`config.mk`:
```
export PLATFORM = sky130hd
export DESIGN_NAME = rbfe_ctrl
export DESIGN_NICKNAME = d
export VERILOG_FILES = /design/src/rtl/core/rbfe_pkg.sv /design/src/rtl/core/rbfe_ctrl.sv
export SDC_FILE = /design/constraint.sdc
export NUM_CORES = 1
export LEC_CHECK = 0
export BUFFER_PORTS_ARGS = -buffer_cell sky130_fd_sc_hd__buf_4
export CAP_MARGIN = 5
export CORE_MARGIN = 2
export CORE_UTILIZATION = 30
export CTS_BUF_LIST = sky130_fd_sc_hd__clkbuf_4 sky130_fd_sc_hd__clkbuf_8
export CTS_CLUSTER_DIAMETER = 40
export DETAILED_ROUTE_END_ITERATION = 10
export PLACE_DENSITY_LB_ADDON = 0.08
export SLEW_MARGIN = 20
export SYNTH_ARGS = -nofsm -noshare
export SYNTH_HDL_FRONTEND = slang
export SYNTH_SLANG_ARGS = --single-unit
```
`constraint.sdc`:
```
create_clock -name clk -period 2.4 [get_ports clk]
set_clock_uncertainty 0.2 [all_clocks]
set_input_delay 0.36 -clock clk [delete_from_list [all_inputs] [get_ports clk]]
set_output_delay 0.36 -clock clk [all_outputs]
set_load 0.05 [all_outputs]
```
`src/rtl/core/rbfe_pkg.sv`:
```
// ----------------------------------------------------------------------------
// rbfe_pkg: shared types and constants of the rbf grid estimator
// Grid geometry, fixed-point widths, register codes, the gaussian table and
// the command/status structs between controller and datapath.
// ----------------------------------------------------------------------------
package rbfe_pkg;

  // grid geometry
  localparam int GRID_SIDE = 36;
  localparam int NBHD      = 5;
  localparam int HALF      = (NBHD - 1) / 2;
  localparam int PI_Q      = 25736;
  localparam int CELLS     = GRID_SIDE * GRID_SIDE;
  localparam int MEM_DEPTH = 2 * CELLS;
  localparam int ADDR_W    = $clog2(MEM_DEPTH);
  localparam int IDX_W     = $clog2(CELLS);
  localparam int ROW_W     = $clog2(GRID_SIDE);
  localparam int RR_W      = $clog2(GRID_SIDE + NBHD);
  localparam int NB_W      = $clog2(NBHD + 1);

  // port field widths
  localparam int ANGLE_A_W = 16;
  localparam int ANGLE_B_W = 15;
  localparam int ERR_W     = 32;
  localparam int FF_W      = 32;
  localparam int CELL_W    = 11;
  localparam int CFG_W     = 16;
  localparam int CFG_IDX_W = 1;
  localparam int W_W       = 16;
  localparam int S_TDATA_W = 64;
  localparam int S_TUSER_W = 2;
  localparam int M_TDATA_W = 48;

  // register indexes and reset values
  localparam logic [CFG_IDX_W-1:0] CFG_INV_WIDTH_SQ = 1'b0;
  localparam logic [CFG_IDX_W-1:0] CFG_LEARN_RATE   = 1'b1;
  localparam logic [CFG_W-1:0]     INV_WIDTH_SQ_RST = 16'd256;
  localparam logic [CFG_W-1:0]     LEARN_RATE_RST   = 16'd655;

  // item kinds
  localparam logic CMD_QUERY  = 1'b0;
  localparam logic CMD_UPDATE = 1'b1;

  // quantization: floor(x / PI_Q) as (x * QM) >> QS, exact for x < 2^QX_W
  localparam int QX_W = 22;
  localparam int QS   = 37;
  localparam int QM_W = 23;
  localparam logic [QM_W-1:0] QM = QM_W'(((64'd1 << QS) + PI_Q - 1) / PI_Q);
  localparam int QP_W = QX_W + QM_W;

  // distance and kernel index widths
  localparam int D_W     = 24;
  localparam int U_W     = D_W - 1;
  localparam int SQ_W    = 2 * U_W;
  localparam int S_W     = SQ_W + 1;
  localparam int SPLIT   = 24;
  localparam int Y_SHIFT = 29;
  localparam int Y_W     = $clog2(256 * CELLS);
  localparam int FAR_LIM = 256 * CELLS;
  localparam int KS      = 30;
  localparam longint unsigned KM_L = ((64'd1 << KS) + CELLS - 1) / CELLS;
  localparam int KM_W    = $clog2(KM_L + 1);
  localparam logic [KM_W-1:0] KM = KM_W'(KM_L);

  // accumulator and divider widths
  localparam int DEN_W      = $clog2(NBHD * NBHD * 65535 + 2);
  localparam int NUM_W      = DEN_W + 33;
  localparam int PIPE_DEPTH = 9;
  localparam int DIV_STEPS  = 16;
  localparam int DIV_CNT_W  = $clog2(DIV_STEPS);

  // gaussian table exp(-k/32) in Q0.16
  typedef logic [W_W-1:0] gauss_tab_t [256];

  function automatic gauss_tab_t gauss_build();
    logic [63:0] acc;
    logic [63:0] v;
    gauss_tab_t  t;
    acc = 64'h1_0000_0000;
    for (int k = 0; k < 256; k++) begin
      v = (acc + 64'd32768) >> 16;
      t[k] = (v > 64'd65535) ? 16'hFFFF : v[15:0];
      acc = (acc * 64'd4162825042 + 64'd2147483648) >> 32;
    end
    return t;
  endfunction

  localparam gauss_tab_t GAUSS_TAB = gauss_build();

  // controller to datapath
  typedef struct packed {
    logic              load;
    logic              issue;
    logic [NB_W-1:0]   ni;
    logic [NB_W-1:0]   nj;
    logic              div_start;
    logic              out_load;
    logic              clr_we;
    logic [ADDR_W-1:0] clr_addr;
  } dp_cmd_t;

  // datapath to controller
  typedef struct packed {
    logic div_done;
  } dp_stat_t;

endpackage

```
`src/rtl/core/rbfe_ctrl.sv`:
```
// ----------------------------------------------------------------------------
// rbfe_ctrl: controller of the rbf grid estimator
// Clears the tables after reset, takes one item, walks the neighbourhood,
// drains the pipeline; for a query it divides and loads the result register.
// ----------------------------------------------------------------------------
module rbfe_ctrl (
  input  logic                 clk,
  input  logic                 rst,
  input  logic                 s_axis_tvalid,
  output logic                 s_axis_tready,
  input  logic                 item_upd,
  output logic                 m_axis_tvalid,
  input  logic                 m_axis_tready,
  output rbfe_pkg::dp_cmd_t    cmd,
  input  rbfe_pkg::dp_stat_t   stat
);
  import rbfe_pkg::*;

  typedef enum logic [2:0] {
    ST_CLEAR,
    ST_IDLE,
    ST_QPROD,
    ST_QROW,
    ST_ISSUE,
    ST_DRAIN,
    ST_DIVIDE,
    ST_FINISH
  } state_t;

  state_t            state;
  logic [NB_W-1:0]   ci;
  logic [NB_W-1:0]   cj;
  logic [3:0]        drain_cnt;
  logic [ADDR_W-1:0] clr_addr;
  logic              upd;

  assign s_axis_tready = (state == ST_IDLE);

  // commands to the datapath
  always_comb begin
    cmd           = '0;
    cmd.load      = (state == ST_IDLE) && s_axis_tvalid;
    cmd.issue     = (state == ST_ISSUE);
    cmd.ni        = ci;
    cmd.nj        = cj;
    cmd.div_start = (state == ST_DRAIN) && (drain_cnt == 4'(PIPE_DEPTH - 1)) &&
                    (upd == CMD_QUERY);
    cmd.out_load  = (state == ST_FINISH) && (!m_axis_tvalid || m_axis_tready);
    cmd.clr_we    = (state == ST_CLEAR);
    cmd.clr_addr  = clr_addr;
  end

  // state, counters and output valid
  always_ff @(posedge clk) begin
    if (rst) begin
      state         <= ST_CLEAR;
      ci            <= '0;
      cj            <= '0;
      drain_cnt     <= '0;
      clr_addr      <= '0;
      upd           <= CMD_QUERY;
      m_axis_tvalid <= 1'b0;
    end else begin
      if (cmd.out_load) begin
        m_axis_tvalid <= 1'b1;
      end else if (m_axis_tready) begin
        m_axis_tvalid <= 1'b0;
      end
      case (state)
        ST_CLEAR: begin
          clr_addr <= clr_addr + 1'b1;
          if (clr_addr == ADDR_W'(MEM_DEPTH - 1)) begin
            state <= ST_IDLE;
          end
        end
        ST_IDLE: begin
          if (s_axis_tvalid) begin
            upd   <= item_upd;
            state <= ST_QPROD;
          end
        end
        ST_QPROD: begin
          state <= ST_QROW;
        end
        ST_QROW: begin
          ci    <= '0;
          cj    <= '0;
          state <= ST_ISSUE;
        end
        ST_ISSUE: begin
          if (cj == NB_W'(NBHD - 1)) begin
            cj <= '0;
            ci <= ci + 1'b1;
            if (ci == NB_W'(NBHD - 1)) begin
              drain_cnt <= '0;
              state     <= ST_DRAIN;
            end
          end else begin
            cj <= cj + 1'b1;
          end
        end
        ST_DRAIN: begin
          drain_cnt <= drain_cnt + 1'b1;
          if (drain_cnt == 4'(PIPE_DEPTH - 1)) begin
            state <= (upd == CMD_UPDATE) ? ST_IDLE : ST_DIVIDE;
          end
        end
        ST_DIVIDE: begin
          if (stat.div_done) begin
            state <= ST_FINISH;
          end
        end
        ST_FINISH: begin
          if (!m_axis_tvalid || m_axis_tready) begin
            state <= ST_IDLE;
          end
        end
        default: state <= ST_IDLE;
      endcase
    end
  end

endmodule

```
==> impl_metrics.csv, run 1 <==
group,metric,value,unit
clock_network,clkTransAtPathRegs,90,ps
clock_network,clk-insertion-delay-late,280,ps
logic_synthesis,synth.net_count,183,
routing,routed_wl,3.247,mm
placement,place_area,1744,um2
clock_network,clock_sinks,27,
routing,drc,0,
logic_synthesis,avgSynthCellArea,8.545,um2
logic_synthesis,syn_area,1453,um2
pwr,p_sw,0.5710,mW
grt,antenna_found_initial,0,
logic_synthesis,yosys.cell_types.count,43,
logic_synthesis,synth.ff_latch_count,27,
floorplan,design.portCount,31,
pwr,power_density,768.9,nW/um2
final_layout,utilization,38.21,%
floorplan,chipHeight,73.59,um
pwr,power,1.379,mW
sta,max_freq,0.4407,GHz
pwr,swShare,41.42,%
final_layout,area_growth,23.43,%
pwr,combPwrFrac,41.6,%
sta,rsz0062_at_grt,"false",
grt,grt_overflow_total,0,
placement,routabilityCongestion,0.8184,
routing,drt_iter0_markers,38,
sta,drv_slew,0,
clock_network,ctsHoldBuffers,0,
critical_path,startpoint_type,"flop",
routing,ant_nets,0,
routing,dr.pass1.iters,4,
pwr,clockPowerShare,20.1,%
logic_synthesis,synth_warnings,0,
critical_path,cp_max_fo,15,
clock_network,cts_buffers,3,
placement,hpwl,2.413,mm
clock_network,tritoncts,"built",
logic_synthesis,syn_inst,170,
logic_synthesis,seq_area_frac_synth,37.21,%
critical_path,cp.arrival,1710,ps
sta,setup_viol,0,
sta,tightestPinTransition,449.7,ps
pwr,p_seq_share,38.4,%
hold_path,hp-class,"input port to flop",
clock_network,clockRootBuffer,"clkbuf_8",
sta,fin_crit,2269,ps
logic_synthesis,synth_most_common_cell,"dfxtp_1",
run,drv_cap,0,
final_layout,nets,214,
clock_network,cts_buffer_depth,2,
grt,grt_pass1_wl,5.326,mm
pwr,ir_worst_vdd,215.6,uV
critical_path,cp-end-kind,"primary output",
floorplan,initial_core_util,30.96,%
clock_network,post-cts-setup-buffers,0,
logic_synthesis,synth_edf_count,0,
outcome,status,"finished, final reports clean",
critical_path,path_class,"flop to primary output",
routing,dr_total_vias,1288,
floorplan,num_rows,25,
final_layout,n_antenna_cell,0,
logic_synthesis,synth_common_cells,"dfxtp_1, nor2_1, a21oi_1",
logic_synthesis,yosys.area.top_type,"dfxtp_1",
grt,grt_max_degree,31,
routing,avgViaCountPerCell,5.071,
clock_network,post_cts_resize_count,0,
sta,post-route-period-util,94.54,%
logic_synthesis,ys_top_cells_by_area,"dfxtp_1, ha_1, nor2_1, a21oi_1, xor2_1",
grt,grt_util_all_layers,12.52,%
pwr,leakagePower,0.7285,nW
floorplan,die_w,73.59,um
clock_network,h-tree-depth,1,
floorplan,dieArea,5415,um2
sta,timing.hold.ws,120.3,ps
sta,final-hold-violation-count,0,
logic_synthesis,synth-main-ff-cell,"dfxtp_1",
logic_synthesis,async_reset_ff_share,0,%
sta,max_slew_margin,69.70,%
pwr,p_int,0.8076,mW
logic_synthesis,synth_top_area_share,37.21,%
placement,numPortBuffers,30,
routing,avgRoutedWirePerCell,12.78,um
grt,grt_pass1_vias,1183,
final_layout,drive_above_1_share,22.50,%
final_layout,final_cell_area,1793,um2
floorplan,core_area,4692,um2
critical_path,worstPathRequired,1840,ps
## power groups by stage
stage / registers, mW / logic (mW) / clock network [mW]
floorplan: 0.613 / 0.367 / 0
global placement: 0.538 / 0.567 / 0
detailed placement: 0.540 / 0.575 / 0
CTS: 0.529 / 0.576 / 0.293
global route: 0.539 / 0.618 / 0.309
finish: 0.529 / 0.573 / 0.277
## cell families (layout without fill, tap and decap cells)
family,after synthesis,count (layout),synth area share (%)
buf+inv,17,47,4.909
xor+xnor,8,8,4.824
flops,27,27,37.21
compound gates,32,32,13.78
simple gates,75,75,30.06
mux,4,4,3.187
fa+ha+maj,7,7,6.029
## path summary, 6_finish.rpt
| kind | from | end | slack, ps | cells past startpoint |
|---|---|---|---|---|
| hold / removal | item_upd | upd$_SDFFE_PP0P_ | 120 | 3 |
| hold reg to reg | drain_cnt[3]$_SDFFE_PP0P_ | drain_cnt[3]$_SDFFE_PP0P_ | 290 | 2 |
| setup / recovery | state[0]$_SDFFE_PP0P_ | cmd[21] | 130 | 4 |
| setup reg to reg | state[2]$_SDFFE_PP0P_ | clr_addr[9]$_SDFFE_PP0P_ | 370 | 4 |
## layer usage
layer	track usage [%]	up-vias	share of wire, %
met2	18.95	23	43
met4	4.848	0	1.4
met5	0	-	0
met3	2.332	5	3.6
met1	17.53	596	52
li1	-	664	-
## critical path: stages (launching register included)
cell,delay (ps)
dfxtp_1,320
buf_4,170
or3b_2,540
inv_1,170
buf_4,230
## layout by cell type, fill, tap and decap left out, types with 3 or more instances in the layout
cell type and instances:
a21oi_1 13, and2_1 3, and4_1 3, buf_4 33
clkbuf_8 3, dfxtp_1 27, ha_1 7, inv_1 9
nand2_1 6, nand2b_1 4, nand3_1 7, nand3b_1 3
nand4_1 5, nor2_1 21, nor2b_1 5, nor3_1 5
o21ai_0 8, xor2_1 6
## flip-flops by register name, summed over array words and instances, names as in the netlist
signal / count
ci: 3
cj: 3
clr_addr: 12
drain_cnt: 4
m_axis_tvalid: 1
state: 3
upd: 1
## cell type report
class / count / area (um2)
Clock buffer: 4 / 48.80
Multi-Input combinational cell: 126 / 850.8
Timing Repair Buffer: 33 / 247.7
Fill cell: 495 / 2899
Sequential cell: 27 / 540.5
Inverter: 10 / 37.54
Tap cell: 54 / 67.56
## through the flow
stage	setup WS, ps	TNS (ps)	instances
2_1_floorplan	-109.2	-171.4	170
4_1_cts	121.6	0	254
5_1_grt	47.09	0	254
3_3_place_gp	421.1	0	250
3_5_place_dp	391.9	0	250
6_report	131.0	0	254
Note: power is estimated with default switching activity, not from simulation.
==> run 2: changes to the inputs <==
--- a/config.mk
+++ b/config.mk
@@ -5,9 +5,9 @@
 export SDC_FILE = /design/constraint.sdc
 export NUM_CORES = 1
 export LEC_CHECK = 0
+export ABC_AREA = 1
 export BUFFER_PORTS_ARGS = -buffer_cell sky130_fd_sc_hd__buf_4
 export CAP_MARGIN = 5
-export CORE_MARGIN = 2
 export CORE_UTILIZATION = 30
 export CTS_BUF_LIST = sky130_fd_sc_hd__clkbuf_4 sky130_fd_sc_hd__clkbuf_8
 export CTS_CLUSTER_DIAMETER = 40
==> run 2 against run 1 <==
Non-clock buffer count down 3. Combinational power is 3% lower. Critical path depth rose by 1. Count of clock-buffer cells in the layout did not move. Synthesized cell count up 27%. Largest cell class unchanged. Sequential share of layout area down 1.9 points. Critical path type unchanged. Fmax increased by 2.4%. Critical endpoint is now cmd[14]. Sequential power up 4.3%.
==> impl_metrics.csv, run 2 <==
group,metric,value,unit
outcome,status,"finished, final reports clean",
routing,routed_wl,3.245,mm
pwr,leakagePower,0.8562,nW
final_layout,seq_area,540.5,um2
hold_path,hp-class,"input port to flop",
sta,max_freq,0.4513,GHz
grt,grt_pass1_vias,1222,
sta,drv_slew,0,
critical_path,r2r-start,"clr_addr[0]$_SDFFE_PP0P_",
sta,tns,0,ps
floorplan,chipHeight,74.72,um
pwr,ir_worst_vdd,600.3,uV
logic_synthesis,seq_area_frac_synth,34.07,%
critical_path,startpoint_type,"flop",
clock_network,cts_buffers,3,
sta,fin_crit,2216,ps
critical_path,crit_chain,"nand2_2, nor2_2, inv_1, nor3_1, buf_4",
placement,numPortBuffers,30,
floorplan,die_w,74.72,um
logic_synthesis,yosys.cell_types.count,30,
clock_network,post_cts_resize_count,0,
grt,grt_util_all_layers,12.80,%
logic_synthesis,ys_top_cells_by_area,"dfxtp_1, nand2_1, inv_1, ha_1, a21oi_1",
sta,rsz0062_at_grt,"false",
routing,avgViaCountPerCell,4.361,
critical_path,cp-end-kind,"primary output",
clock_network,h-tree-depth,1,
floorplan,num_rows,26,
final_layout,reg_top3,"clr_addr x12, drain_cnt x4",
logic_synthesis,synth_most_common_cell,"nand2_1",
grt,grtUsageMet1,18.63,%
critical_path,crit_path_end,"cmd[14]",
grt,met3_usage,2.276,%
routing,dr_total_vias,1378,
logic_synthesis,syn_area,1587,um2
logic_synthesis,yosys.area.top_type,"dfxtp_1",
final_layout,largest_reg_flops,12,
logic_synthesis,synth.net_count,229,
grt,antenna_found_initial,0,
final_layout,nFillCells,585,
critical_path,cp.arrival,1660,ps
hold_path,hold_path_depth,3,
grt,grt_most_used_layer,"met2",
clock_network,cts_buffer_depth,2,
grt,use_met2,18.92,%
routing,avgRoutedWirePerCell,10.27,um
logic_synthesis,syn_inst,216,
critical_path,cp.depth,5,
placement,hpwl,2.489,mm
pwr,power,1.384,mW
clock_network,clock_sinks,27,
logic_synthesis,synth_edf_count,0,
critical_path,path_class,"flop to primary output",
floorplan,core_area,5107,um2
critical_path,rr_endpoint,"clr_addr[6]$_SDFFE_PP0P_",
final_layout,final_common_cell,"nand2_1",
critical_path,max_stage_delay,580,ps
routing,drc,0,
placement,routabilityCongestion,0.7617,
sta,tightestPinTransition,507.1,ps
critical_path,rrSetupSlack,740,ps
sta,post-route-period-util,92.33,%
routing,ant_nets,0,
sta,max_slew_margin,66.16,%
routing,dr.pass1.iters,6,
final_layout,nets,260,
placement,place_area,1862,um2
logic_synthesis,synth_warnings,0,
logic_synthesis,synth.ff_latch_count,27,
sta,final-hold-violation-count,0,
final_layout,area_growth,20.43,%
logic_synthesis,async_reset_ff_share,0,%
run,drv_cap,0,
final_layout,drive_above_1_share,24.39,%
clock_network,clkTransAtPathRegs,90,ps
critical_path,reg2regPathDepth,9,
critical_path,cp_num_buf_inv,2,
critical_path,critical_path.slowest_cell,"dfxtp_1",
final_layout,mostFrequentLayoutCells,"nand2_1, inv_1, buf_4",
grt,grt_max_degree,17,
clock_network,tritoncts,"built",
critical_path,cp_max_fo,7,
routing,drt_iter0_markers,50,
sta,setup_viol,0,
logic_synthesis,synth_top_area_share,34.07,%
final_layout,top_register,"clr_addr",
final_layout,final_cell_area,1911,um2
clock_network,clk-insertion-delay-late,270,ps
grt,grt_overflow_total,0,
clock_network,clockRootBuffer,"clkbuf_8",
pwr,power_density,724.3,nW/um2
critical_path,crit_start,"state[0]$_SDFFE_PP0P_",
clock_network,ctsHoldBuffers,0,
grt,grt_pass1_wl,5.533,mm
critical_path,worstPathRequired,1840,ps
logic_synthesis,synth_common_cells,"nand2_1, inv_1, dfxtp_1",
floorplan,initial_core_util,31.06,%
logic_synthesis,synth-main-ff-cell,"dfxtp_1",
floorplan,design.portCount,31,
critical_path,critPathTopFamily,"flip-flops",
clock_network,post-cts-setup-buffers,0,
final_layout,multi_input_area,870.8,um2
final_layout,n_antenna_cell,0,
logic_synthesis,avgSynthCellArea,7.345,um2
floorplan,dieArea,5583,um2
run 2: cell count changes after synthesis, moves of 4 or more:
cell,change
nor2b_1,-5
nand2b_1,-4
inv_1,+22
nor2_4,+5
clkbuf_1,-5
nand2_1,+34
inv_2,+4
nand2_2,+6
nand3_1,+4
run 2: kinds of logic after synthesis:
group / Yosys count / synth area share [%]
compound gates: 38 / 13.33
flops: 27 / 34.07
buf+inv: 40 / 11.04
fa+ha+maj: 7 / 5.520
simple gates: 99 / 33.28
xor+xnor: 5 / 2.760
run 2: metal layers:
| layer | routed length (um) | vias up |
|---|---|---|
| met4 | 27 | 0 |
| met5 | 0 | - |
| met3 | 105 | 2 |
| li1 | - | 755 |
| met1 | 1748 | 601 |
| met2 | 1363 | 20 |
run 2: power breakdown:
part / total (mW) / internal, mW / switching [mW] / leakage [nW]
logic: 0.556 / 0.163 / 0.393 / 0.611
registers: 0.552 / 0.489 / 0.0630 / 0.219
clock network: 0.276 / 0.130 / 0.146 / 0.0262
run 2: cell type report:
type | count | area share [%]
repair buffers | 30 | 11.79
inverters | 36 | 7.204
flip-flops and latches | 27 | 28.29
clock buffers | 4 | 2.554
well taps | 70 | 4.584
multi-input cells | 149 | 45.58
run 2: worst register-to-register path: cells and delay by family, from the launching register on:
kind	cells	cell delay, ps
AOI/OAI and AO/OA	1	90
adders and majority gates	1	230
buffers and inverters	1	40
DFF	1	400
and+or+nand+nor	6	610
run 2: worst min path at each step:
stage,startpoint,to,slack [ps]
floorplan,drain_cnt[1]$_SDFFE_PP0P_,drain_cnt[1]$_SDFFE_PP0P_,260
global route,rst,clr_addr[8]$_SDFFE_PP0P_,130
detailed placement,drain_cnt[3]$_SDFFE_PP0P_,drain_cnt[3]$_SDFFE_PP0P_,290
CTS,item_upd,upd$_SDFFE_PP0P_,120
finish,item_upd,upd$_SDFFE_PP0P_,120
global placement,drain_cnt[3]$_SDFFE_PP0P_,drain_cnt[3]$_SDFFE_PP0P_,290
run 2: through the flow:
step	util, %	hold slack (ps)	std cells	worst slack [ps]
CTS	37.41	116.5	316	155.0
detailed placement	36.45	288.2	312	479.0
global route	37.41	130.8	316	38.19
floorplan	-	264.0	216	13.98
finish	37.41	121.8	316	184.1
global placement	36.45	285.6	312	513.5
==> run 3: changes to the inputs <==
--- a/config.mk
+++ b/config.mk
@@ -5,7 +5,6 @@
 export SDC_FILE = /design/constraint.sdc
 export NUM_CORES = 1
 export LEC_CHECK = 0
-export ABC_AREA = 1
 export BUFFER_PORTS_ARGS = -buffer_cell sky130_fd_sc_hd__buf_4
 export CAP_MARGIN = 5
 export CORE_UTILIZATION = 30
==> run 3 against run 2 <==
Core utilization rose by 2.3 points. Routed wire length rose by 1.7%. Sequential power fell by 4.5%. Register-to-register slack got worse by 380 ps. Critical path depth fell by 1. Global-route usage rose by 0.52 points. Non-clock buffer count rose by 3. Count of clock-buffer cells in the layout fell by 1. Combinational power rose by 3%. Critical path type unchanged. Highest routed layer unchanged.
==> impl_metrics.csv, run 3 (synthesized netlist as in run 1, its figures left out) <==
group,metric,value,unit
critical_path,path_class,"flop to primary output",
routing,ant_nets,0,
critical_path,cp-end-kind,"primary output",
grt,grt_pass1_vias,1211,
critical_path,crit_chain,"buf_4, or3b_2, inv_1, buf_4",
grt,grt_overflow_total,0,
sta,setup_slack,142.4,ps
final_layout,final_cell_area,1788,um2
final_layout,nets,214,
pwr,power,1.360,mW
sta,rsz0062_at_grt,"false",
pwr,power_density,760.4,nW/um2
routing,dr.pass1.iters,4,
sta,setup_viol,0,
run,drv_cap,0,
clock_network,clock_sinks,27,
critical_path,cp.arrival,1700,ps
sta,fin_crit,2258,ps
final_layout,mostFrequentLayoutCells,"buf_4, dfxtp_1, nor2_1",
clock_network,clk-insertion-delay-late,270,ps
sta,tns,0,ps
sta,post-route-period-util,94.07,%
final_layout,utilization,39.69,%
final_layout,reg_top3,"clr_addr x12, drain_cnt x4",
routing,drc,0,
routing,drt_iter0_markers,77,
clock_network,h-tree-depth,1,
grt,grt_max_degree,31,
final_layout,instances_no_fill,252,
critical_path,max_stage_delay,540,ps
sta,final-hold-violation-count,0,
clock_network,cts_buffer_depth,2,
floorplan,initial_core_util,32.25,%
sta,max_freq,0.4429,GHz
pwr,ir_worst_vdd,558.9,uV
final_layout,area_growth,23.08,%
clock_network,cts_buffers,3,
placement,numPortBuffers,30,
final_layout,final_common_cell,"buf_4",
critical_path,startpoint_type,"flop",
critical_path,cp_max_fo,15,
floorplan,design.portCount,31,
floorplan,dieArea,5124,um2
critical_path,worstPathRequired,1840,ps
clock_network,post-cts-setup-buffers,0,
outcome,status,"finished, final reports clean",
clock_network,ctsHoldBuffers,0,
routing,dr_total_vias,1313,
clock_network,clkTransAtPathRegs,90,ps
hold_path,hp-class,"input port to flop",
placement,routabilityCongestion,0.7727,
floorplan,core_area,4504,um2
placement,dp.cells,248,
grt,grt_util_all_layers,13.32,%
sta,timing.hold.ws,123.0,ps
pwr,leakagePower,0.7278,nW
placement,hpwl,2.422,mm
floorplan,die_w,71.59,um
grt,grt_pass1_wl,5.499,mm
grt,antenna_found_initial,0,
critical_path,path_common_cell,"buf_4",
clock_network,post_cts_resize_count,0,
routing,avgRoutedWirePerCell,13.10,um
floorplan,num_rows,24,
sta,drv_slew,0,
sta,tightestPinTransition,445.7,ps
critical_path,critical_path.slowest_cell,"or3b_2",
sta,max_slew_margin,69.98,%
clock_network,tritoncts,"built",
placement,place_area,1742,um2
final_layout,top_register,"clr_addr",
routing,routed_wl,3.300,mm
floorplan,chipHeight,71.59,um
final_layout,drive_above_1_share,22.50,%
clock_network,clockRootBuffer,"clkbuf_8",
final_layout,n_antenna_cell,0,
routing,avgViaCountPerCell,5.210,
final_layout,largest_reg_flops,12,
placement,pre_cts_slack,375.0,ps
[run 3: cell count changes in the layout (fill, tap and decap cells not counted), moves of 4 or more]
cell,previous run,this run
nand2_1,40,6
inv_1,31,9
nand2_2,6,0
nor2_4,5,0
nor2b_1,0,5
inv_2,4,0
nand2b_1,0,4
nand3_1,11,7
[run 3: area by class of cell]
type,count,area [um2]
Multi-Input combinational cell,126,850.8
Fill cell,475,2716
Clock buffer,3,41.29
Timing Repair Buffer,33,247.7
Inverter,10,37.54
Clock inverter,1,5.005
Tap cell,52,65.06
Sequential cell,27,540.5
[run 3: metal layers]
metal  part of all wire (%)  up-vias  track usage, %
li1                       -      664               -
met1                     47      606           17.49
met2                     47       35           21.69
met3                    4.3        8           2.672
met4                    1.7        0           5.011
met5                      0        -               0
[run 3: power breakdown]
| part | internal [mW] | switching, mW | total (mW) |
|---|---|---|---|
| sequential | 0.488 | 0.0396 | 0.527 |
| clock | 0.116 | 0.143 | 0.259 |
| combinational | 0.190 | 0.384 | 0.573 |
[run 3: critical path, delay by kind of cell (launching register included)]
family / cells / cell delay, ps
buffers and inverters: 3 / 570
DFF: 1 / 320
and+or+nand+nor: 1 / 540
[run 3: path summary, 6_finish.rpt]
check / startpoint / to / slack [ps] / cells after the start
worst max-delay path: state[0]$_SDFFE_PP0P_ / cmd[21] / 140 / 4
worst min-delay path: item_upd / upd$_SDFFE_PP0P_ / 120 / 3
worst max register to register: state[0]$_SDFFE_PP0P_ / clr_addr[9]$_SDFFE_PP0P_ / 360 / 4
worst min register to register: drain_cnt[3]$_SDFFE_PP0P_ / drain_cnt[3]$_SDFFE_PP0P_ / 290 / 2
